$ cat src/hdl/prpu_pkg.sv
`default_nettype none
package prpu_pkg;

	localparam int INDEX_WIDTH = 24;
	localparam int BASE_W      = 24;
	localparam int TGT_W       = 25;
	localparam int ACC_W       = 14;
	localparam int IDX_OUT_W   = 24;

	localparam logic [1:0] KIND_BYTE  = 2'd0;
	localparam logic [1:0] KIND_RANGE = 2'd1;
	localparam logic [1:0] KIND_SPLIT = 2'd2;

	typedef enum logic [2:0] {
		PH_TYPE = 3'd0,
		PH_LOW  = 3'd1,
		PH_HIGH = 3'd2,
		PH_TGT1 = 3'd3,
		PH_TGT2 = 3'd4
	} phase_t;

endpackage
`default_nettype wire

$ cat src/hdl/prpu_cfg_if.sv
`default_nettype none
interface prpu_cfg_if;
	logic                       valid;
	logic                       ready;
	logic [prpu_pkg::BASE_W-1:0] base_offset;

	modport source (output valid, output base_offset, input ready);
	modport sink   (input valid, input base_offset, output ready);
endinterface
`default_nettype wire

$ cat src/hdl/prpu_in_if.sv
`default_nettype none
interface prpu_in_if;
	logic       valid;
	logic       ready;
	logic [7:0] data_byte;
	logic       end_of_stream;

	modport source (output valid, output data_byte, output end_of_stream, input ready);
	modport sink   (input valid, input data_byte, input end_of_stream, output ready);
endinterface
`default_nettype wire

$ cat src/hdl/prpu_out_if.sv
`default_nettype none
interface prpu_out_if;
	logic                           valid;
	logic                           ready;
	logic [1:0]                     kind;
	logic [7:0]                     low_byte;
	logic [7:0]                     high_byte;
	logic [prpu_pkg::TGT_W-1:0]     first_target;
	logic                           first_open;
	logic [prpu_pkg::TGT_W-1:0]     second_target;
	logic                           second_open;
	logic [prpu_pkg::IDX_OUT_W-1:0] inst_index;
	logic                           format_error;
	logic                           stream_done;

	modport source (
		output valid, output kind, output low_byte, output high_byte,
		output first_target, output first_open, output second_target,
		output second_open, output inst_index, output format_error,
		output stream_done, input ready
	);
	modport sink (
		input valid, input kind, input low_byte, input high_byte,
		input first_target, input first_open, input second_target,
		input second_open, input inst_index, input format_error,
		input stream_done, output ready
	);
endinterface
`default_nettype wire

$ cat src/hdl/packed_regex_program_unpacker.sv
`default_nettype none
// Unpacks a packed regex program byte stream, one byte per word on byte_stream,
// into one decoded instruction word per record on inst_stream. A byte is taken
// every cycle as long as the result register is empty or being drained in the
// same cycle, so throughput is one byte per clock; the instruction for the
// byte that completes a record shows in the next cycle (the result register).
// Records: type 0 byte match (value, target), 1 range (low, high, target),
// 2 split (target, target). Targets are big-endian 7-bit varints of at most
// two bytes; a zero target comes out open, any other gets base_offset added.
// A bad type, a third target byte or an end mark inside a record gives one
// error word with stream_done set; bytes after it are dropped up to and
// including the next end mark. base_offset is written on cfg, which is always
// ready, and must only be changed while no stream is in flight.
module packed_regex_program_unpacker (
	input  wire               clk,
	input  wire               arst_n,
	prpu_cfg_if.sink          cfg,
	prpu_in_if.sink           byte_stream,
	prpu_out_if.source        inst_stream
);

	localparam int IW    = prpu_pkg::INDEX_WIDTH;
	localparam int SUM_W = (IW > prpu_pkg::IDX_OUT_W) ? IW : prpu_pkg::IDX_OUT_W;
	localparam logic [SUM_W-1:0] IDX_MASK = SUM_W'((65'd1 << IW) - 65'd1);

	// configuration
	logic [prpu_pkg::BASE_W-1:0] base_q;

	// parse state
	prpu_pkg::phase_t               phase_q, phase_d;
	logic [1:0]                     kind_q, kind_d;
	logic [7:0]                     low_q, low_d;
	logic [7:0]                     high_q, high_d;
	logic [prpu_pkg::ACC_W-1:0]     acc_q, acc_d;
	logic [1:0]                     seen_q, seen_d;
	logic [prpu_pkg::TGT_W-1:0]     ft_q, ft_d;
	logic                           fo_q, fo_d;
	logic [IW-1:0]                  count_q, count_d;
	logic                           disc_q, disc_d;

	// result register
	logic                           out_valid_q;
	logic [1:0]                     r_kind_q;
	logic [7:0]                     r_low_q, r_high_q;
	logic [prpu_pkg::TGT_W-1:0]     r_ft_q, r_st_q;
	logic                           r_fo_q, r_so_q;
	logic [prpu_pkg::IDX_OUT_W-1:0] r_idx_q;
	logic                           r_err_q, r_done_q;

	// decode of the incoming byte
	logic                           accept;
	logic [7:0]                     b;
	logic                           eos;
	logic [prpu_pkg::ACC_W-1:0]     acc_nx;
	logic                           t_zero;
	logic [prpu_pkg::TGT_W-1:0]     t_res;
	logic                           err;
	logic                           emit;
	logic [SUM_W-1:0]               idx_sum;

	// result payload
	logic [1:0]                     o_kind;
	logic [7:0]                     o_low, o_high;
	logic [prpu_pkg::TGT_W-1:0]     o_ft, o_st;
	logic                           o_fo, o_so;
	logic [prpu_pkg::IDX_OUT_W-1:0] o_idx;

	// the result register frees up when empty or drained this cycle
	assign byte_stream.ready = !out_valid_q || inst_stream.ready;
	assign accept            = byte_stream.valid && byte_stream.ready;
	assign cfg.ready         = 1'b1;

	assign b   = byte_stream.data_byte;
	assign eos = byte_stream.end_of_stream;

	// next 7-bit group shifted into the target accumulator
	assign acc_nx = {acc_q[6:0], b[6:0]};
	assign t_zero = (acc_nx == '0);
	assign t_res  = t_zero ? '0
		: prpu_pkg::TGT_W'(acc_nx) + prpu_pkg::TGT_W'(base_q);

	// program index wraps at the index width, then shows its low 24 bits
	assign idx_sum = (SUM_W'(base_q) + SUM_W'(count_q) + SUM_W'(1)) & IDX_MASK;
	assign o_idx   = prpu_pkg::IDX_OUT_W'(idx_sum);

	// error and emit decisions for this byte
	always_comb begin
		err  = 1'b0;
		emit = 1'b0;
		if (!disc_q) begin
			unique case (phase_q) inside
				prpu_pkg::PH_TYPE: err = (b > 8'(prpu_pkg::KIND_SPLIT)) || eos;
				prpu_pkg::PH_LOW,
				prpu_pkg::PH_HIGH: err = eos;
				prpu_pkg::PH_TGT1,
				prpu_pkg::PH_TGT2: begin
					if (seen_q >= 2'd2) begin
						// any byte after two continuation bytes: over-long target
						err = 1'b1;
					end else if (b[7]) begin
						err = eos;
					end else if (phase_q == prpu_pkg::PH_TGT2 ||
					             kind_q != prpu_pkg::KIND_SPLIT) begin
						emit = 1'b1;
					end else begin
						err = eos;
					end
				end
				default: err = 1'b1;
			endcase
		end
	end

	// instruction fields; a single-target record resolves its target now
	always_comb begin
		o_kind = kind_q;
		o_low  = (kind_q == prpu_pkg::KIND_SPLIT) ? 8'd0 : low_q;
		case (kind_q)
			prpu_pkg::KIND_RANGE: o_high = high_q;
			prpu_pkg::KIND_BYTE:  o_high = low_q;
			default:              o_high = 8'd0;
		endcase
		if (phase_q == prpu_pkg::PH_TGT2) begin
			o_ft = ft_q;
			o_fo = fo_q;
			o_st = t_res;
			o_so = t_zero;
		end else begin
			o_ft = t_res;
			o_fo = t_zero;
			o_st = '0;
			o_so = 1'b0;
		end
	end

	// next parse state
	always_comb begin
		phase_d = phase_q;
		kind_d  = kind_q;
		low_d   = low_q;
		high_d  = high_q;
		acc_d   = acc_q;
		seen_d  = seen_q;
		ft_d    = ft_q;
		fo_d    = fo_q;
		count_d = count_q;
		disc_d  = disc_q;
		if (disc_q || err || emit) begin
			// record or stream finished: back to a type byte
			phase_d = prpu_pkg::PH_TYPE;
			kind_d  = '0;
			low_d   = '0;
			high_d  = '0;
			acc_d   = '0;
			seen_d  = '0;
			ft_d    = '0;
			fo_d    = 1'b0;
			if (disc_q) begin
				if (eos) begin
					disc_d  = 1'b0;
					count_d = '0;
				end else begin
					// still dropping: hold the parse state and the drop flag as they are
					phase_d = phase_q;
					kind_d  = kind_q;
					low_d   = low_q;
					high_d  = high_q;
					acc_d   = acc_q;
					seen_d  = seen_q;
					ft_d    = ft_q;
					fo_d    = fo_q;
				end
			end else if (err) begin
				count_d = '0;
				disc_d  = !eos;
			end else begin
				count_d = eos ? '0 : count_q + IW'(1);
			end
		end else begin
			unique case (phase_q) inside
				prpu_pkg::PH_TYPE: begin
					kind_d  = b[1:0];
					phase_d = (b[1:0] == prpu_pkg::KIND_SPLIT) ? prpu_pkg::PH_TGT1
						: prpu_pkg::PH_LOW;
				end
				prpu_pkg::PH_LOW: begin
					low_d   = b;
					phase_d = (kind_q == prpu_pkg::KIND_RANGE) ? prpu_pkg::PH_HIGH
						: prpu_pkg::PH_TGT1;
				end
				prpu_pkg::PH_HIGH: begin
					high_d  = b;
					phase_d = prpu_pkg::PH_TGT1;
				end
				prpu_pkg::PH_TGT1,
				prpu_pkg::PH_TGT2: begin
					if (b[7]) begin
						acc_d  = acc_nx;
						seen_d = seen_q + 2'd1;
					end else begin
						// first target of a split: hold it, go for the second
						ft_d    = t_res;
						fo_d    = t_zero;
						acc_d   = '0;
						seen_d  = '0;
						phase_d = prpu_pkg::PH_TGT2;
					end
				end
				default: phase_d = prpu_pkg::PH_TYPE;
			endcase
		end
	end

	always_ff @(posedge clk or negedge arst_n) begin
		if (!arst_n) begin
			base_q      <= '0;
			phase_q     <= prpu_pkg::PH_TYPE;
			kind_q      <= '0;
			low_q       <= '0;
			high_q      <= '0;
			acc_q       <= '0;
			seen_q      <= '0;
			ft_q        <= '0;
			fo_q        <= 1'b0;
			count_q     <= '0;
			disc_q      <= 1'b0;
			out_valid_q <= 1'b0;
		end else begin
			if (cfg.valid) begin
				base_q <= cfg.base_offset;
			end
			if (accept) begin
				phase_q <= phase_d;
				kind_q  <= kind_d;
				low_q   <= low_d;
				high_q  <= high_d;
				acc_q   <= acc_d;
				seen_q  <= seen_d;
				ft_q    <= ft_d;
				fo_q    <= fo_d;
				count_q <= count_d;
				disc_q  <= disc_d;
			end
			if (accept && (err || emit)) begin
				out_valid_q <= 1'b1;
			end else if (inst_stream.ready) begin
				out_valid_q <= 1'b0;
			end
		end
	end

	// result payload, loaded only with a fresh word
	always_ff @(posedge clk) begin
		if (accept && (err || emit)) begin
			if (err) begin
				// error word: everything zero but the two flags
				r_kind_q <= '0;
				r_low_q  <= '0;
				r_high_q <= '0;
				r_ft_q   <= '0;
				r_fo_q   <= 1'b0;
				r_st_q   <= '0;
				r_so_q   <= 1'b0;
				r_idx_q  <= '0;
				r_err_q  <= 1'b1;
				r_done_q <= 1'b1;
			end else begin
				r_kind_q <= o_kind;
				r_low_q  <= o_low;
				r_high_q <= o_high;
				r_ft_q   <= o_ft;
				r_fo_q   <= o_fo;
				r_st_q   <= o_st;
				r_so_q   <= o_so;
				r_idx_q  <= o_idx;
				r_err_q  <= 1'b0;
				r_done_q <= eos;
			end
		end
	end

	assign inst_stream.valid         = out_valid_q;
	assign inst_stream.kind          = r_kind_q;
	assign inst_stream.low_byte      = r_low_q;
	assign inst_stream.high_byte     = r_high_q;
	assign inst_stream.first_target  = r_ft_q;
	assign inst_stream.first_open    = r_fo_q;
	assign inst_stream.second_target = r_st_q;
	assign inst_stream.second_open   = r_so_q;
	assign inst_stream.inst_index    = r_idx_q;
	assign inst_stream.format_error  = r_err_q;
	assign inst_stream.stream_done   = r_done_q;

endmodule
`default_nettype wire

$ cat src/flat_wrapper.sv
// flat-port wrapper written by rule: the top's interface ports become plain ports
module packed_regex_program_unpacker_flat 
  (clk, arst_n, cfg_valid, cfg_base_offset, cfg_ready, byte_stream_valid, byte_stream_data_byte, byte_stream_end_of_stream, byte_stream_ready, inst_stream_valid, inst_stream_kind, inst_stream_low_byte, inst_stream_high_byte, inst_stream_first_target, inst_stream_first_open, inst_stream_second_target, inst_stream_second_open, inst_stream_inst_index, inst_stream_format_error, inst_stream_stream_done, inst_stream_ready);
  prpu_cfg_if cfg_i ();
  prpu_in_if byte_stream_i ();
  prpu_out_if inst_stream_i ();
  input  wire clk;
  input  wire arst_n;
  input wire logic [$bits(cfg_i.valid)-1:0] cfg_valid;
  input wire logic [$bits(cfg_i.base_offset)-1:0] cfg_base_offset;
  output wire logic [$bits(cfg_i.ready)-1:0] cfg_ready;
  input wire logic [$bits(byte_stream_i.valid)-1:0] byte_stream_valid;
  input wire logic [$bits(byte_stream_i.data_byte)-1:0] byte_stream_data_byte;
  input wire logic [$bits(byte_stream_i.end_of_stream)-1:0] byte_stream_end_of_stream;
  output wire logic [$bits(byte_stream_i.ready)-1:0] byte_stream_ready;
  output wire logic [$bits(inst_stream_i.valid)-1:0] inst_stream_valid;
  output wire logic [$bits(inst_stream_i.kind)-1:0] inst_stream_kind;
  output wire logic [$bits(inst_stream_i.low_byte)-1:0] inst_stream_low_byte;
  output wire logic [$bits(inst_stream_i.high_byte)-1:0] inst_stream_high_byte;
  output wire logic [$bits(inst_stream_i.first_target)-1:0] inst_stream_first_target;
  output wire logic [$bits(inst_stream_i.first_open)-1:0] inst_stream_first_open;
  output wire logic [$bits(inst_stream_i.second_target)-1:0] inst_stream_second_target;
  output wire logic [$bits(inst_stream_i.second_open)-1:0] inst_stream_second_open;
  output wire logic [$bits(inst_stream_i.inst_index)-1:0] inst_stream_inst_index;
  output wire logic [$bits(inst_stream_i.format_error)-1:0] inst_stream_format_error;
  output wire logic [$bits(inst_stream_i.stream_done)-1:0] inst_stream_stream_done;
  input wire logic [$bits(inst_stream_i.ready)-1:0] inst_stream_ready;
  assign cfg_i.valid = cfg_valid;
  assign cfg_i.base_offset = cfg_base_offset;
  assign cfg_ready = cfg_i.ready;
  assign byte_stream_i.valid = byte_stream_valid;
  assign byte_stream_i.data_byte = byte_stream_data_byte;
  assign byte_stream_i.end_of_stream = byte_stream_end_of_stream;
  assign byte_stream_ready = byte_stream_i.ready;
  assign inst_stream_valid = inst_stream_i.valid;
  assign inst_stream_kind = inst_stream_i.kind;
  assign inst_stream_low_byte = inst_stream_i.low_byte;
  assign inst_stream_high_byte = inst_stream_i.high_byte;
  assign inst_stream_first_target = inst_stream_i.first_target;
  assign inst_stream_first_open = inst_stream_i.first_open;
  assign inst_stream_second_target = inst_stream_i.second_target;
  assign inst_stream_second_open = inst_stream_i.second_open;
  assign inst_stream_inst_index = inst_stream_i.inst_index;
  assign inst_stream_format_error = inst_stream_i.format_error;
  assign inst_stream_stream_done = inst_stream_i.stream_done;
  assign inst_stream_i.ready = inst_stream_ready;
  packed_regex_program_unpacker u_core (.clk(clk), .arst_n(arst_n), .cfg(cfg_i), .byte_stream(byte_stream_i), .inst_stream(inst_stream_i));
endmodule
$ cat config.mk
export PLATFORM = sky130hd
export DESIGN_NAME = packed_regex_program_unpacker_flat
export DESIGN_NICKNAME = d
export VERILOG_FILES = /design/src/hdl/prpu_pkg.sv /design/src/hdl/prpu_cfg_if.sv /design/src/hdl/prpu_in_if.sv /design/src/hdl/prpu_out_if.sv /design/src/hdl/packed_regex_program_unpacker.sv /design/src/flat_wrapper.sv
export SDC_FILE = /design/constraint.sdc
export NUM_CORES = 1
export LEC_CHECK = 0
export BUFFER_PORTS_ARGS = -buffer_cell sky130_fd_sc_hd__buf_2
export CAP_MARGIN = 20
export CELL_PAD_IN_SITES_DETAIL_PLACEMENT = 0
export CELL_PAD_IN_SITES_GLOBAL_PLACEMENT = 2
export CORE_UTILIZATION = 30
export DETAILED_ROUTE_END_ITERATION = 8
export PLACE_DENSITY = 0.68
export SKIP_LAST_GASP = 1
export SYNTH_ARGS = -nofsm -noshare
export SYNTH_HDL_FRONTEND = slang
export SYNTH_SLANG_ARGS = --single-unit
$ cat constraint.sdc
create_clock -name clk -period 17.35 [get_ports clk]
set_input_delay 2.6025 -clock clk [delete_from_list [all_inputs] [get_ports clk]]
set_output_delay 2.6025 -clock clk [all_outputs]
set_load 0.05 [all_outputs]
# After elaboration in Yosys (flattened, before gate mapping)
# Cells that the tools add are included.
# totals
latch_bits	0
n_memories	0
ff_bits	202
romBits	0
out_inout_bits	99
mem_bits_rw	0
# op_classes
bitwise_logic	1
mux	59
n_addsub	5
n_mul	0
n_lt_le_gt_ge	2
eq_ne	12
shift	0
n_reduce_logical	30
div	0
# ops
operator	count
$mux 25	7
$mux 24	4
$add 24x1->24 const B	2
$mux 8	6
$mux 7	5
$add 14x24->25	1
$add 24x24->24	1
$mux 1	22
$reduce_and 3->1	6
$mux 2	8
$pmux 8 s2	1
$logic_not 14->1	1
$mux 3	4
$pmux 3 s4	1
$reduce_bool 2->1	5
$gt 8x2->1 const B	1
$reduce_or 2->1	4
$eq 3x2->1 const B	2
$logic_or 1x1->1	6
$eq 2x2->1 const B	2
$ne 2x2->1 const B	2
$reduce_and 4->1	1
$eq 3x1->1 const B	1
$eq 3x3->1 const B	1
other kinds (13)	15

# Longest topological paths before layout
# Gate-level depths: netlist of run 1.
# depth
word_depth	11
ltp_mapped	11
ltp_nobuf	11

# Least setup slack after synthesis of run 1
# Ideal clock, no wire load.
# synth_timing
path_type	in2reg
startpoint	in byte_stream_data_byte[7]
endpoint	reg u_core.r_fo_q (netlist: u_core.inst_stream.first_open), enable pin
arrival_ns	10.159
stages	6
slack_ns	6.523
required_time_ns	16.682
path_cell_list	buf_2 a2111o_1 nor4_4 o32ai_2 nor2_1 nor3_1
# synth_between
elab_chain_cells	6
word_cells_on_any_way	12
# synth_rtl
item	line_no	text
from (decl)	flat_wrapper.sv:13	input wire logic [$bits(byte_stream_i.data_byte)-1:0] byte_stream_data_byte;
$gt 8x2->1 or $mux 1 (tied branches)	packed_regex_program_unpacker.sv:92, packed_regex_program_unpacker.sv:100	
$logic_or 1x1->1 or $mux 1 (tied branches)	packed_regex_program_unpacker.sv:92, packed_regex_program_unpacker.sv:97	
$pmux 1 s3 or $mux 1 (tied branches)	packed_regex_program_unpacker.sv:91	unique case (phase_q) inside
$mux 1	packed_regex_program_unpacker.sv:90	if (!disc_q) begin
$logic_or 1x1->1 *	packed_regex_program_unpacker.sv:254	if (accept && (err || emit)) begin
$logic_and 1x1->1 *	packed_regex_program_unpacker.sv:254	
to (signal assigned)	packed_regex_program_unpacker.sv:272	r_fo_q <= o_fo;
to (decl)	packed_regex_program_unpacker.sv:46	logic r_fo_q, r_so_q;
# Mark *: on every way between the ends. The rest lies on a longest branch, timed or not.
# A chain may end at the register's enable or synchronous reset.

# Final worst setup path of run 1
# layout_timing
startpoint	in inst_stream_ready
endpoint	out byte_stream_ready
# layout_between
elab_chain_cells	1
# layout_rtl
item	line_no	text
from (decl)	flat_wrapper.sv:27	input wire logic [$bits(inst_stream_i.ready)-1:0] inst_stream_ready;
$logic_or 1x1->1	packed_regex_program_unpacker.sv:69	assign byte_stream.ready = !out_valid_q || inst_stream.ready;
to (decl)	flat_wrapper.sv:15	output wire logic [$bits(byte_stream_i.ready)-1:0] byte_stream_ready;
# Every way passes these cells.

==> impl_results.md, run 1 <==
* Hold Crit Class: register to register
* Worst-Skew Late Latency at 0.52 ns
* Avg Synthesized Cell Area at 10.63 sq um
* RSZ-0062 raised after global routing: no
* CTS Buf Count at 25
* Worst path slowest cell: buf_2
* Core Util, Final at 0.3655
* Detailed Route Iter0 Violations at 501
* Die height at 187.3 um
* Layout cells sized above 1 at 0.2034
* Top FF cell, synth: dfrtp_1
* Tot GR Track Use at 0.1694
* Worst Hold Launch: u_core.ft_q[12]
* Post-DRT Antenna Nets at 0
* Final Skew at 0.01582 ns
* CTS root buf: clkbuf_16
* Critical Path AT at 3.09 ns
* Lkg Pwr at 5.145 nW
* Postcts setup bufs at 0
* H-tree depth at 1
* Post-CTS Hold Buffers at 0
* GRT overflow at 0
* Die area at 35080 sq um
* Flop2flop setup slack at 13.49 ns
* Die W at 187.3 um
* I/O Pins at 137
* #FFs+latches synth at 202
* Ys async rst share at 0.5248
* IO Port Bufs at 135
* Post-Synthesis Cells at 969
* Final hold viol count at 0
* Setup TNS at 0 ns
* Worst Hold Endpoint: u_core.ft_q[12]
* Routed WL at 29.36 mm
* Outcome: finished, final reports clean
* Crit Path Max Fanout at 4
* Post-route minimum period at 5.695 ns
* CP Capture Type: primary output
* Post-synth EDFFs at 96
* Peak VDD IR at 0.07589 mV
* Largest net degree at the start of global routing at 57
* Vias per inst at 4.960
* Reg2Reg Depth at 9
* Hold-critical path depth at 2
* DR WL/cell at 18.71 um
* CTS tree: built
* Simple-Gate Fraction of Synth Area at 0.1562
* Worst setup margin at 11.66 ns
* Post-synthesis cell type count at 64
* Synth warn at 0
* Core ar. at 33620 sq um
* Worst Tran Pin Value at 0.9948 ns
* N_diodes at 0
* Relative slew slack at 0.3357
* Seq/Total Area, Yosys at 0.5374
* Startpoint Class: input pin
* Fmax at 175.6 MHz
* Max Transition Viols Final at 0
* Largest family of logic cells by synthesized area: compound AO/OA/AOI/OAI gates
* Net Count, Synth at 1048
* Clk pin slew, worst setup/hold paths at 0.06 ns
* Final Net Count at 1182
* Setup Slack @ Placement at 11.50 ns
* Post-synthesis mux area share at 0.03608
* DRC violations left at 0
* FF-to-FF Start: u_core.kind_q[0]
* # Max-Cap Violations at 0
* Synth Area in Compound Gates at 0.1579
* Kind of critical path: input pin to primary output
* Routability Congestion at 0.8115
* PwrDens at 147.0 nW/um^2
* Crit share post-route at 0.3282
* Final Setup Violations at 0
* Synth Area in Adders at 0.05126
* Number of global-route vias before repair at 7941
* DR vias at 7783
* Area of the mapped netlist at 10300 sq um
* Dpl hpwl at 21.31 mm
* Max incr delay on CP at 0.28 ns
* Post-placement cell count at 1522
* Post-CTS Resized at 0
* Clk buf depth at 3
* Area Overhead vs Synth at 19.29%
* Worst Path Required at 14.75 ns
* Clock sinks at 202
* CP most frequent cell: buf_2
* First-pass GRT wire length at 46.75 mm
* Rows at 67
* Number of buffers and inverters on the critical path at 2
* CP Cell Sequence: buf_2 > nand2b_1 > buf_2
* Router iterations before antenna repair at 4
* Post-route insts no fill at 1569
* Worst R2R End: u_core.inst_stream.inst_index[23]
* Initial Util at 0.3064
* Initial antenna violation count at 0
* CP top delay family: buffers and inverters
* Xor and xnor fraction of the mapped netlist area at 0.03571
## cells in the final DEF, fill, tap and decap left out, types with 3 or more instances in the layout
cell type,n
and2_1,8
o211ai_1,3
nor3_1,24
xnor2_1,31
a21o_1,16
o22ai_1,4
xor2_1,11
a22o_1,27
and3_1,16
a21oi_1,58
inv_1,24
clkinvlp_4,4
dfrtp_1,106
nand4_1,9
buf_2,135
clkbuf_16,25
a211oi_1,10
o21a_1,6
o31ai_1,6
ha_1,39
o21bai_1,6
nor2_1,102
mux2_2,25
buf_4,12
edfxtp_1,96
nand3_1,33
or3_1,16
clkinv_2,5
nand2b_1,10
o21ai_0,86
o31a_1,4
nor2b_1,6
nor4_1,3
or4_1,3
nand2_1,83
mux2i_1,9
a211o_1,3
nor3b_1,5
clkbuf_1,4
## layer usage
metal | global-route usage | routed length, um | up-vias
met3 | 0.02158 | 1004 | 35
met2 | 0.2807 | 13770 | 134
met5 | 0 | 0 | -
li1 | - | - | 3826
met4 | 0.03310 | 406 | 0
met1 | 0.2371 | 14180 | 3788
## where the power goes
| part | total [mW] | internal (mW) | switching, mW |
|---|---|---|---|
| sequential | 0.664 | 0.614 | 0.0495 |
| combinational | 0.630 | 0.143 | 0.488 |
| clock | 0.512 | 0.303 | 0.208 |
| total | 1.81 | 1.06 | 0.746 |
## synthesized netlist by cell type, drive strengths merged (2+ instances only)
| cell | count | area share |
|---|---|---|
| buf | 8 | 0.0046 |
| mux2 | 25 | 0.027 |
| nor3b | 7 | 0.0073 |
| mux2i | 9 | 0.0087 |
| nor4 | 5 | 0.0060 |
| o21a | 6 | 0.0044 |
| inv | 24 | 0.0087 |
| xnor2 | 31 | 0.026 |
| o31ai | 7 | 0.0056 |
| o31a | 4 | 0.0034 |
| nor2b | 6 | 0.0036 |
| o2111ai | 2 | 0.0017 |
| nor3 | 25 | 0.012 |
| nand3b | 2 | 0.0015 |
| o21ai | 89 | 0.044 |
| nand2b | 10 | 0.0061 |
| a21oi | 59 | 0.029 |
| a31oi | 2 | 0.0012 |
| nand3 | 33 | 0.016 |
| xor2 | 11 | 0.0094 |
| ha | 39 | 0.047 |
| fa | 2 | 0.0039 |
| o211ai | 3 | 0.0022 |
| a21o | 16 | 0.012 |
| and4 | 2 | 0.0017 |
| edfxtp | 96 | 0.28 |
| a211oi | 10 | 0.0073 |
| clkbuf | 32 | 0.012 |
| o21bai | 6 | 0.0044 |
| o311ai | 2 | 0.0017 |
| o22ai | 4 | 0.0024 |
| nand4 | 9 | 0.0055 |
| o22a | 2 | 0.0017 |
| a2111oi | 2 | 0.0017 |
| dfrtp | 106 | 0.26 |
| a22o | 27 | 0.023 |
| and2 | 8 | 0.0049 |
| or4 | 3 | 0.0022 |
| and3 | 16 | 0.0097 |
| or3 | 17 | 0.011 |
| nor2 | 102 | 0.037 |
| nand2 | 83 | 0.030 |
| o41ai | 2 | 0.0017 |
| o221ai | 2 | 0.0017 |
| a211o | 3 | 0.0026 |
## tightest hold or removal path, cell delays in order, from the launching register on
cell and delay (ns):
dfrtp_1 0.34, nand2_1 0.05, o21ai_0 0.06
## kinds of logic after synthesis
logic type | Yosys count
buffers and inverters | 64
other | 1
xor gates and xnor gates | 42
and+or+nand+nor | 330
DFF | 202
muxes | 34
adders and majority gates | 41
AOI/OAI and AO/OA | 255
## stage by stage
step,hold slack (ns),total power [mW],instance area (sq um)
3_3_place_gp,0.4612,1.308,11470
2_1_floorplan,0.4495,1.131,10300
6_report,0.4787,1.806,12290
4_1_cts,0.4835,1.828,12270
5_1_grt,0.5036,1.897,12290
3_5_place_dp,0.4698,1.310,11470
## flip-flops by register name (all words and copies together), names as in the netlist, 2 cells and up
| name | flops |
|---|---|
| u_core.inst_stream.low_byte | 8 |
| u_core.inst_stream.first_target | 25 |
| u_core.acc_q | 7 |
| u_core.inst_stream.inst_index | 24 |
| u_core.seen_q | 2 |
| u_core.high_q | 8 |
| u_core.base_q | 24 |
| u_core.count_q | 24 |
| u_core.phase_q | 3 |
| u_core.ft_q | 25 |
| u_core.kind_q | 2 |
| u_core.inst_stream.second_target | 25 |
| u_core.low_q | 8 |
| u_core.inst_stream.high_byte | 8 |
| u_core.inst_stream.kind | 2 |
## worst max-delay path by stage
stage / startpoint / endpoint / slack [ns] / cells past startpoint
after global routing: inst_stream_ready / byte_stream_ready / 11.58 / 3
after CTS: inst_stream_ready / byte_stream_ready / 11.65 / 3
after floorplan: byte_stream_data_byte[7] / u_core.inst_stream.first_open / 6.52 / 6
after global placement: byte_stream_data_byte[1] / u_core.inst_stream.inst_index[23] / 11.56 / 10
after detailed placement: byte_stream_data_byte[1] / u_core.inst_stream.inst_index[23] / 11.50 / 10
final: inst_stream_ready / byte_stream_ready / 11.66 / 3
## final cells by class
type | instances | area (sq um)
Clock buffer | 31 | 668.1
Clock inverter | 14 | 136.4
Fill cell | 3450 | 21330
Inverter | 24 | 90.09
Multi-Input combinational cell | 703 | 4531
Sequential cell | 202 | 5535
Tap cell | 448 | 560.5
Timing Repair Buffer | 147 | 765.7
No activity file was read; power rests on OpenSTA's default activity.
==> run 2, diff against run 1 <==
--- a/config.mk
+++ b/config.mk
@@ -5,13 +5,14 @@
 export SDC_FILE = /design/constraint.sdc
 export NUM_CORES = 1
 export LEC_CHECK = 0
+export ABC_AREA = 1
 export BUFFER_PORTS_ARGS = -buffer_cell sky130_fd_sc_hd__buf_2
 export CAP_MARGIN = 20
 export CELL_PAD_IN_SITES_DETAIL_PLACEMENT = 0
 export CELL_PAD_IN_SITES_GLOBAL_PLACEMENT = 2
 export CORE_UTILIZATION = 30
 export DETAILED_ROUTE_END_ITERATION = 8
-export PLACE_DENSITY = 0.68
+export PLACE_DENSITY = 0.76
 export SKIP_LAST_GASP = 1
 export SYNTH_ARGS = -nofsm -noshare
 export SYNTH_HDL_FRONTEND = slang
==> constraint.sdc (replaced) <==
create_clock -name clk -period 4.8 [get_ports clk]
set_input_delay 0.72 -clock clk [delete_from_list [all_inputs] [get_ports clk]]
set_output_delay 0.72 -clock clk [all_outputs]
set_load 0.05 [all_outputs]
==> run 2 against run 1 <==
Die area grew 13%. Utilization shrank 0.38 points. Non-clock buffer count shrank 3. Critical path depth grew 5. Synthesized area grew 13%. Synthesized cell count grew 53%. Clock skew shrank 0.0066 ns. Power grew to 2.6 times the previous value. Cell area grew 12%. Sequential power grew to 3.0 times the previous value. Clock-buffer cell count grew 2. Hold slack lost 0.44 ns. Largest cell class unchanged.
==> impl_results.md, run 2 <==
* Seq/Total Area, Yosys at 0.4749 (was 0.5374)
* Final Setup Violations at 0 (unchanged)
* Most frequent cells in the layout: nand2_1 (441), nor2_1 (179), inv_1 (154) (was buf_2 (135), dfrtp_1 (106), nor2_1 (102))
* Layout cells sized above 1 at 0.1462 (was 0.2034)
* Peak VDD IR at 0.2657 mV (was 0.07589 mV)
* Top cell type's share of synthesized area at 0.2473 (was 0.2799)
* Post-route minimum period at 2.943 ns
* Lkg Pwr at 6.540 nW (was 5.145 nW)
* Post-CTS Resized at 0 (unchanged)
* Worst-Skew Late Latency at 0.56 ns (was 0.52 ns)
* Worst path slowest cell: inv_1 (was buf_2)
* Tot GR Track Use at 0.1860 (was 0.1694)
* I/O Pins at 137 (unchanged)
* Outcome: finished, final reports clean (unchanged)
* Largest net degree at the start of global routing at 74 (was 57)
* IO Port Bufs at 135 (unchanged)
* Net Count, Synth at 1559 (was 1048)
* Fmax at 339.8 MHz
* Clock Power Share at 0.414 (was 0.283)
* CP Cell Sequence: inv_1 > o21ai_0 > inv_1 > nand3_1 > buf_4 > nor2_4 > inv_2 > o21ai_0 (was buf_2 > nand2b_1 > buf_2)
* Post-synthesis cell type count at 41 (was 64)
* Startpoint Class: register (was input pin)
* Max incr delay on CP at 0.65 ns (was 0.28 ns)
* Rows at 71 (was 67)
* Kind of critical path: register to register (was input pin to primary output)
* Routed WL at 36.03 mm (was 29.36 mm)
* Avg Synthesized Cell Area at 7.875 sq um (was 10.63 sq um)
* Post-CTS Hold Buffers at 0 (unchanged)
* Final Net Count at 1689 (was 1182)
* Postcts setup bufs at 0 (unchanged)
* Hold Crit Class: input pin to asynchronous set/reset pin (was register to register)
* P_sw at 1.454 mW (was 0.7458 mW)
* Ys async rst share at 0.5248 (unchanged)
* Synth warn at 0 (unchanged)
* Synth area leader: edfxtp_1 (unchanged)
* Setup TNS at 0 ns (unchanged)
* Die height at 199.1 um (was 187.3 um)
* Post-Synthesis Cells at 1480 (was 969)
* Most common cell after layout, fill and taps aside: nand2_1 (was buf_2)
* H-tree depth at 1 (unchanged)
* Largest family of logic cells by synthesized area: simple AND/OR/NAND/NOR gates (was compound AO/OA/AOI/OAI gates)
* Critical Path AT at 3.40 ns (was 3.09 ns)
* Top FF cell, synth: dfrtp_1 (unchanged)
* Seq pwr share at 0.418 (was 0.367)
* CTS tree: built (unchanged)
* Clk buf depth at 3 (unchanged)
* Detailed Route Iter0 Violations at 554 (was 501)
* Post-synthesis mux area share at 0.01546 (was 0.03608)
* CTS Buf Count at 25 (unchanged)
* CTS root buf: clkbuf_16 (unchanged)
* Sw Share at 0.3066 (was 0.4130)
* Post-synth EDFFs at 96 (unchanged)
* RSZ-0062 raised after global routing: no (unchanged)
* GRT overflow at 0 (unchanged)
* Die area at 39640 sq um (was 35080 sq um)
* Router iterations before antenna repair at 5 (was 4)
* Synth Area in Compound Gates at 0.06978 (was 0.1579)
* Routability Congestion at 0.8320 (was 0.8115)
* Clk pin slew, worst setup/hold paths at 0.06 ns (about the same)
* CP Capture Type: register (was primary output)
* Final Skew at 0.009243 ns (was 0.01582 ns)
* Most area-consuming cells after synthesis: edfxtp_1 (25%), dfrtp_1 (23%), nand2_1 (14%), nand3_1 (6.5%), nor2_1 (5.8%) (was edfxtp_1 (28%), dfrtp_1 (26%), ha_1 (4.7%), o21ai_0 (4.2%), nor2_1 (3.7%))
* Top-count cell post-synth: nand2_1 (was dfrtp_1)
* Fill cells at 4065 (was 3450)
* CP top delay family: buffers and inverters (unchanged)
* Worst Tran Pin Value at 0.8451 ns (was 0.9948 ns)
* Combinational power share at 0.168 (was 0.349)
* Initial Util at 0.3073 (was 0.3064)
* DR vias at 9996 (was 7783)
* Synth cell count leaders: nand2_1 (441), nor2_1 (180), inv_1 (154), nand3_1 (152), dfrtp_1 (106) (was dfrtp_1 (106), nor2_1 (102), edfxtp_1 (96), o21ai_0 (86), nand2_1 (83))
* Final hold viol count at 0 (unchanged)
* Core ar. at 37930 sq um (was 33620 sq um)
* Xor and xnor fraction of the mapped netlist area at 0.01728 (was 0.03571)
* Worst Path Required at 5.26 ns (was 14.75 ns)
* Area of the mapped netlist at 11650 sq um (was 10300 sq um)
* Area of the multi-input gates at 5324 sq um (was 4531 sq um)
* Register area at 5535 sq um (unchanged)
* Vias per inst at 4.669 (was 4.960)
* Number of global-route vias before repair at 10110 (was 7941)
* DR WL/cell at 16.83 um (was 18.71 um)
* PwrDens at 345.5 nW/um^2 (was 147.0 nW/um^2)
* Die W at 199.1 um (was 187.3 um)
* Clock sinks at 202 (unchanged)
* Int Power at 3.287 mW (was 1.060 mW)
* # Max-Cap Violations at 0 (unchanged)
* DRC violations left at 0 (unchanged)
* Crit share post-route at 0.6131
* Relative slew slack at 0.4360 (was 0.3357)
* Area Overhead vs Synth at 17.73% (was 19.29%)
* Simple-Gate Fraction of Synth Area at 0.3077 (was 0.1562)
* #FFs+latches synth at 202 (unchanged)
* Synth Area in Adders at 0.04530 (was 0.05126)
* Number of buffers and inverters on the critical path at 4 (was 2)
* First-pass GRT wire length at 56.84 mm (was 46.75 mm)
* Max Transition Viols Final at 0 (unchanged)
* Post-DRT Antenna Nets at 0 (unchanged)
* Initial antenna violation count at 2 (was 0)
* Hold WS at 0.03659 ns (was 0.4787 ns)
* Dpl hpwl at 26.98 mm (was 21.31 mm)
* Crit Path Max Fanout at 26 (was 4)
run 2: cell types whose count changed in the layout (fill, tap and decap cells not counted), moves of 26 or more:
cell,previous run,this run
o21ai_0,86,60
nand3_1,33,152
nand2_1,83,441
a22o_1,27,0
inv_1,24,154
nor2_1,102,179
run 2: logic make-up (layout without fill, tap and decap cells):
family                   after synthesis  count (layout)
AO/OA/AOI/OAI                        150             150
AND/OR/NAND/NOR                      847             847
buffers and inverters                200             348
adder cells (fa/ha/maj)               41              41
XOR/XNOR                              23              23
other                                  1               3
flip-flops                           202             202
multiplexers                          16              16
run 2: worst register-to-register path, cell delays in order (launching register included):
cell and delay (ns):
dfrtp_1 0.44, inv_1 0.65, o21ai_0 0.16, inv_1 0.35, nand3_1 0.13, buf_4 0.26
nor2_4 0.34, inv_2 0.26, o21ai_0 0.25
run 2: stage by stage:
step / cell area, sq um / worst slack, ns / utilization / total power [mW] / instances
final: 13720 / 1.857 / 0.3617 / 4.740 / 2141
after global placement: 12850 / 1.557 / 0.3387 / 2.819 / 2093
after CTS: 13690 / 1.845 / 0.3609 / 4.809 / 2138
after global routing: 13720 / 1.576 / 0.3617 / 4.940 / 2140
after floorplan: 11660 / 0.2141 / - / 2.567 / 1480
after detailed placement: 12850 / 1.473 / 0.3387 / 2.822 / 2093
run 2: power by group through the flow:
stage	Sequential (mW)	Clock [mW]	Combinational, mW
final	1.98	1.96	0.796
after global routing	1.99	2.07	0.883
after CTS	1.99	2.02	0.807
after detailed placement	2.02	0	0.804
after global placement	2.02	0	0.801
after floorplan	2.20	0	0.368
run 2: worst paths after layout:
kind	from	end	slack, ns	depth (start not counted)
setup / recovery	u_core.disc_q	u_core.ft_q[2]	1.86	8
hold / removal	arst_n	u_core.count_q[6]	0.04	1
setup reg to reg	u_core.disc_q	u_core.ft_q[2]	1.86	8
hold reg to reg	u_core.high_q[0]	u_core.high_q[0]	0.51	2
max in group asynchronous	arst_n	u_core.base_q[17]	3.65	3
min in group clk	cfg_base_offset[17]	u_core.base_q[17]	0.39	3
run 2: layout make-up:
type | count | share of cell area
Tap cell | 511 | 0.04659
Inverter | 159 | 0.04349
Sequential cell | 202 | 0.4034
Antenna cell | 2 | 0.0003647
Timing Repair Buffer | 144 | 0.05672
Clock inverter | 12 | 0.01076
Multi-Input combinational cell | 1078 | 0.3880
Clock buffer | 33 | 0.05070
run 2: layer usage:
layer  share of wire  up-vias  GRT usage  wire length, um
met4           0.019        2    0.04701              680
met5         0.00036        -          0               13
met3           0.044       39    0.02549             1583
li1                -     5097          -                -
met1            0.49     4674     0.2637            17680
met2            0.45      184     0.2969            16070
==> run 3, diff against run 2 <==
--- a/config.mk
+++ b/config.mk
@@ -5,14 +5,14 @@
 export SDC_FILE = /design/constraint.sdc
 export NUM_CORES = 1
 export LEC_CHECK = 0
-export ABC_AREA = 1
+export ABC_AREA = 0
 export BUFFER_PORTS_ARGS = -buffer_cell sky130_fd_sc_hd__buf_2
 export CAP_MARGIN = 20
 export CELL_PAD_IN_SITES_DETAIL_PLACEMENT = 0
 export CELL_PAD_IN_SITES_GLOBAL_PLACEMENT = 2
 export CORE_UTILIZATION = 30
 export DETAILED_ROUTE_END_ITERATION = 8
-export PLACE_DENSITY = 0.76
+export PLACE_DENSITY = 0.68
 export SKIP_LAST_GASP = 1
 export SYNTH_ARGS = -nofsm -noshare
 export SYNTH_HDL_FRONTEND = slang
==> constraint.sdc (replaced) <==
create_clock -name clk -period 2.9 [get_ports clk]
set_input_delay 0.435 -clock clk [delete_from_list [all_inputs] [get_ports clk]]
set_output_delay 0.435 -clock clk [all_outputs]
set_load 0.05 [all_outputs]
==> run 3 against run 2 <==
Combinational power grew to 5.4 times the previous value. Highest routed layer is now met4. Clock power increased by 55%. Sequential power rose by 97%. Worst setup slack got worse by 1.7 ns. Largest power group is now combinational logic. Critical path type unchanged. Power is 140% higher. Wire length fell by 16%.
==> impl_results.md, run 3 (synthesized netlist as in run 1, its figures left out) <==
* Outcome: finished, final reports clean (unchanged)
* Post-route insts no fill at 1635 (was 2141)
* CP most frequent cell: a21oi_1
* Initial Util at 0.3064 (was 0.3073)
* Detailed Route Iter0 Violations at 508 (was 554)
* Rows at 67 (was 71)
* Worst Hold Endpoint: u_core.base_q[20]
* IO Port Bufs at 135 (unchanged)
* N_diodes at 0 (was 2)
* H-tree depth at 1 (unchanged)
* FF-to-FF Start: u_core.count_q[14] (was u_core.disc_q)
* Combinational power share at 0.381 (was 0.168)
* Critical Path AT at 3.04 ns (was 3.40 ns)
* Met3 usage at 0.02008 (was 0.02549)
* DRC violations left at 0 (unchanged)
* Most frequent cells in the layout: buf_2 (134), dfrtp_1 (106), nor2_1 (101) (was nand2_1 (441), nor2_1 (179), inv_1 (154))
* Worst path slowest cell: dfrtp_1 (was inv_1)
* Router iterations before antenna repair at 4 (was 5)
* DR WL/cell at 18.48 um (was 16.83 um)
* Kind of critical path: register to register (unchanged)
* Hold Crit Class: input pin to register (was input pin to asynchronous set/reset pin)
* Worst Hold Launch: cfg_base_offset[20]
* CTS tree: built (unchanged)
* Routed WL at 30.22 mm (was 36.03 mm)
* Final Skew at 0.01262 ns (was 0.009243 ns)
* Seq pwr share at 0.348 (was 0.418)
* Clock Power Share at 0.271 (was 0.414)
* Die W at 187.3 um (was 199.1 um)
* Int Power at 6.644 mW (was 3.287 mW)
* Most common cell after layout, fill and taps aside: buf_2 (was nand2_1)
* Relative slew slack at 0.5302 (was 0.4360)
* CP Capture Type: register (unchanged)
* Worst Path Required at 3.17 ns (was 5.26 ns)
* Largest net degree at the start of global routing at 102 (was 74)
* Reg2Reg Depth at 8 (unchanged)
* Number of buffers and inverters on the critical path at 0 (was 4)
* Flop2flop setup slack at 0.14 ns (was 1.86 ns)
* Worst Tran Pin Value at 0.7046 ns (was 0.8451 ns)
* Post-placement cell count at 1587 (was 2093)
* Clk pin slew, worst setup/hold paths at 0.06 ns (about the same)
* Hold-critical path depth at 2
* CTS Buf Count at 24 (was 25)
* Final hold viol count at 0 (unchanged)
* Lkg Pwr at 5.512 nW (was 6.540 nW)
* Core Util, Final at 0.3849 (was 0.3617)
* Die area at 35080 sq um (was 39640 sq um)
* Vias per inst at 4.954 (was 4.669)
* Dpl hpwl at 22.00 mm (was 26.98 mm)
* Total power at 11.21 mW (was 4.740 mW)
* Met2 usage at 0.2874 (was 0.2969)
* Initial antenna violation count at 0 (was 2)
* Area Overhead vs Synth at 25.61% (was 17.73%)
* Number of global-route vias before repair at 8110 (was 10110)
* I/O Pins at 137 (unchanged)
* Startpoint Class: register (unchanged)
* Clk buf depth at 3 (unchanged)
* GRT overflow at 0 (unchanged)
* Clock sinks at 202 (unchanged)
* GR met1 Demand/Resource at 0.2379 (was 0.2637)
* Final Net Count at 1248 (was 1689)
* Final Setup Violations at 0 (unchanged)
* Crit Path Max Fanout at 7 (was 26)
* Core ar. at 33620 sq um (was 37930 sq um)
* Post-DRT Antenna Nets at 0 (unchanged)
* CP Cell Sequence: ha_1 > a21oi_1 > nor3_1 > a211o_1 > a21oi_1 > o21ai_0 > a211oi_1 > mux2_2 (was inv_1 > o21ai_0 > inv_1 > nand3_1 > buf_4 > nor2_4 > inv_2 > o21ai_0)
* Fill cells at 3354 (was 4065)
* CP top delay family: compound AO/OA/AOI/OAI gates (was buffers and inverters)
* Tot GR Track Use at 0.1717 (was 0.1860)
* CTS root buf: clkbuf_16 (unchanged)
* Crit share post-route at 0.9532 (was 0.6131)
* Die height at 187.3 um (was 199.1 um)
* Max incr delay on CP at 0.43 ns (was 0.65 ns)
* Worst R2R End: u_core.inst_stream.inst_index[23] (was u_core.ft_q[2])
* Worst-Skew Late Latency at 0.52 ns (was 0.56 ns)
* PwrDens at 866.2 nW/um^2 (was 345.5 nW/um^2)
* First-pass GRT wire length at 47.36 mm (was 56.84 mm)
* RSZ-0062 raised after global routing: yes (was no)
* Layout cells sized above 1 at 0.2553 (was 0.1462)
* Fmax at 361.7 MHz (was 339.8 MHz)
* Peak VDD IR at 0.4510 mV (was 0.2657 mV)
* # Max-Cap Violations at 0 (unchanged)
* Top Usage Layer GRT: met2 (unchanged)
* Max Transition Viols Final at 0 (unchanged)
* Sw Share at 0.4071 (was 0.3066)
* Routability Congestion at 0.7933 (was 0.8320)
* DR vias at 8099 (was 9996)
* P_sw at 4.562 mW (was 1.454 mW)
* Post-route minimum period at 2.764 ns (was 2.943 ns)
-- run 3: area by class of cell --
| class | instances | area [sq um] | area share |
|---|---|---|---|
| Sequential cell | 202 | 5535 | 0.4279 |
| Multi-Input combinational cell | 703 | 4617 | 0.3569 |
| Timing Repair Buffer | 214 | 1336 | 0.1033 |
| Clock buffer | 31 | 668.1 | 0.05164 |
| Tap cell | 448 | 560.5 | 0.04333 |
| Clock inverter | 13 | 130.1 | 0.01006 |
| Inverter | 24 | 90.09 | 0.006963 |
-- run 3: timing repair --
action                                  CTS  global route
hold endpoints to repair                  5             0
hold buffers                              1             0
setup buffers                             0             3
gates resized for setup                   0            12
endpoints found under the setup margin    0            37
-- run 3: worst max path at each step --
stage | start | endpoint | slack [ns] | cells after the start
after floorplan | u_core.phase_q[1] | u_core.inst_stream.first_open | -1.22 | 6
after global placement | byte_stream_data_byte[0] | u_core.inst_stream.first_target[14] | -0.12 | 10
after detailed placement | byte_stream_data_byte[0] | u_core.inst_stream.first_target[14] | -0.11 | 10
after CTS | u_core.base_q[1] | u_core.inst_stream.first_target[21] | 0.05 | 10
after global routing | u_core.base_q[2] | u_core.inst_stream.first_target[9] | -0.02 | 11
final | u_core.count_q[14] | u_core.inst_stream.inst_index[23] | 0.14 | 8
-- run 3: per-stage QoR --
step / hold WS (ns) / area [sq um] / setup TNS, ns / setup slack (ns)
finish: 0.1464 / 12940 / 0 / 0.1356
detailed placement: 0.2722 / 12050 / -0.4447 / -0.1121
CTS: 0.1235 / 12860 / 0 / 0.05099
global placement: 0.2719 / 12050 / -0.4331 / -0.1151
floorplan: 0.1394 / 10360 / -117.07 / -1.219
global route: 0.1300 / 12940 / -0.04790 / -0.01868
-- run 3: power by group through the flow --
stage | clock network, mW | logic, mW | registers [mW]
final | 3.04 | 4.27 | 3.90
after global routing | 3.23 | 4.59 | 3.95
after CTS | 3.13 | 4.29 | 3.91
after detailed placement | 0 | 4.28 | 3.96
after global placement | 0 | 4.28 | 3.95
after floorplan | 0 | 1.66 | 5.11
-- run 3: per-layer routing --
metal  vias to the layer above  part of all wire
met4                         0             0.015
li1                       3966                 -
met1                      3951              0.48
met3                        31             0.032
met5                         -                 0
met2                       151              0.47
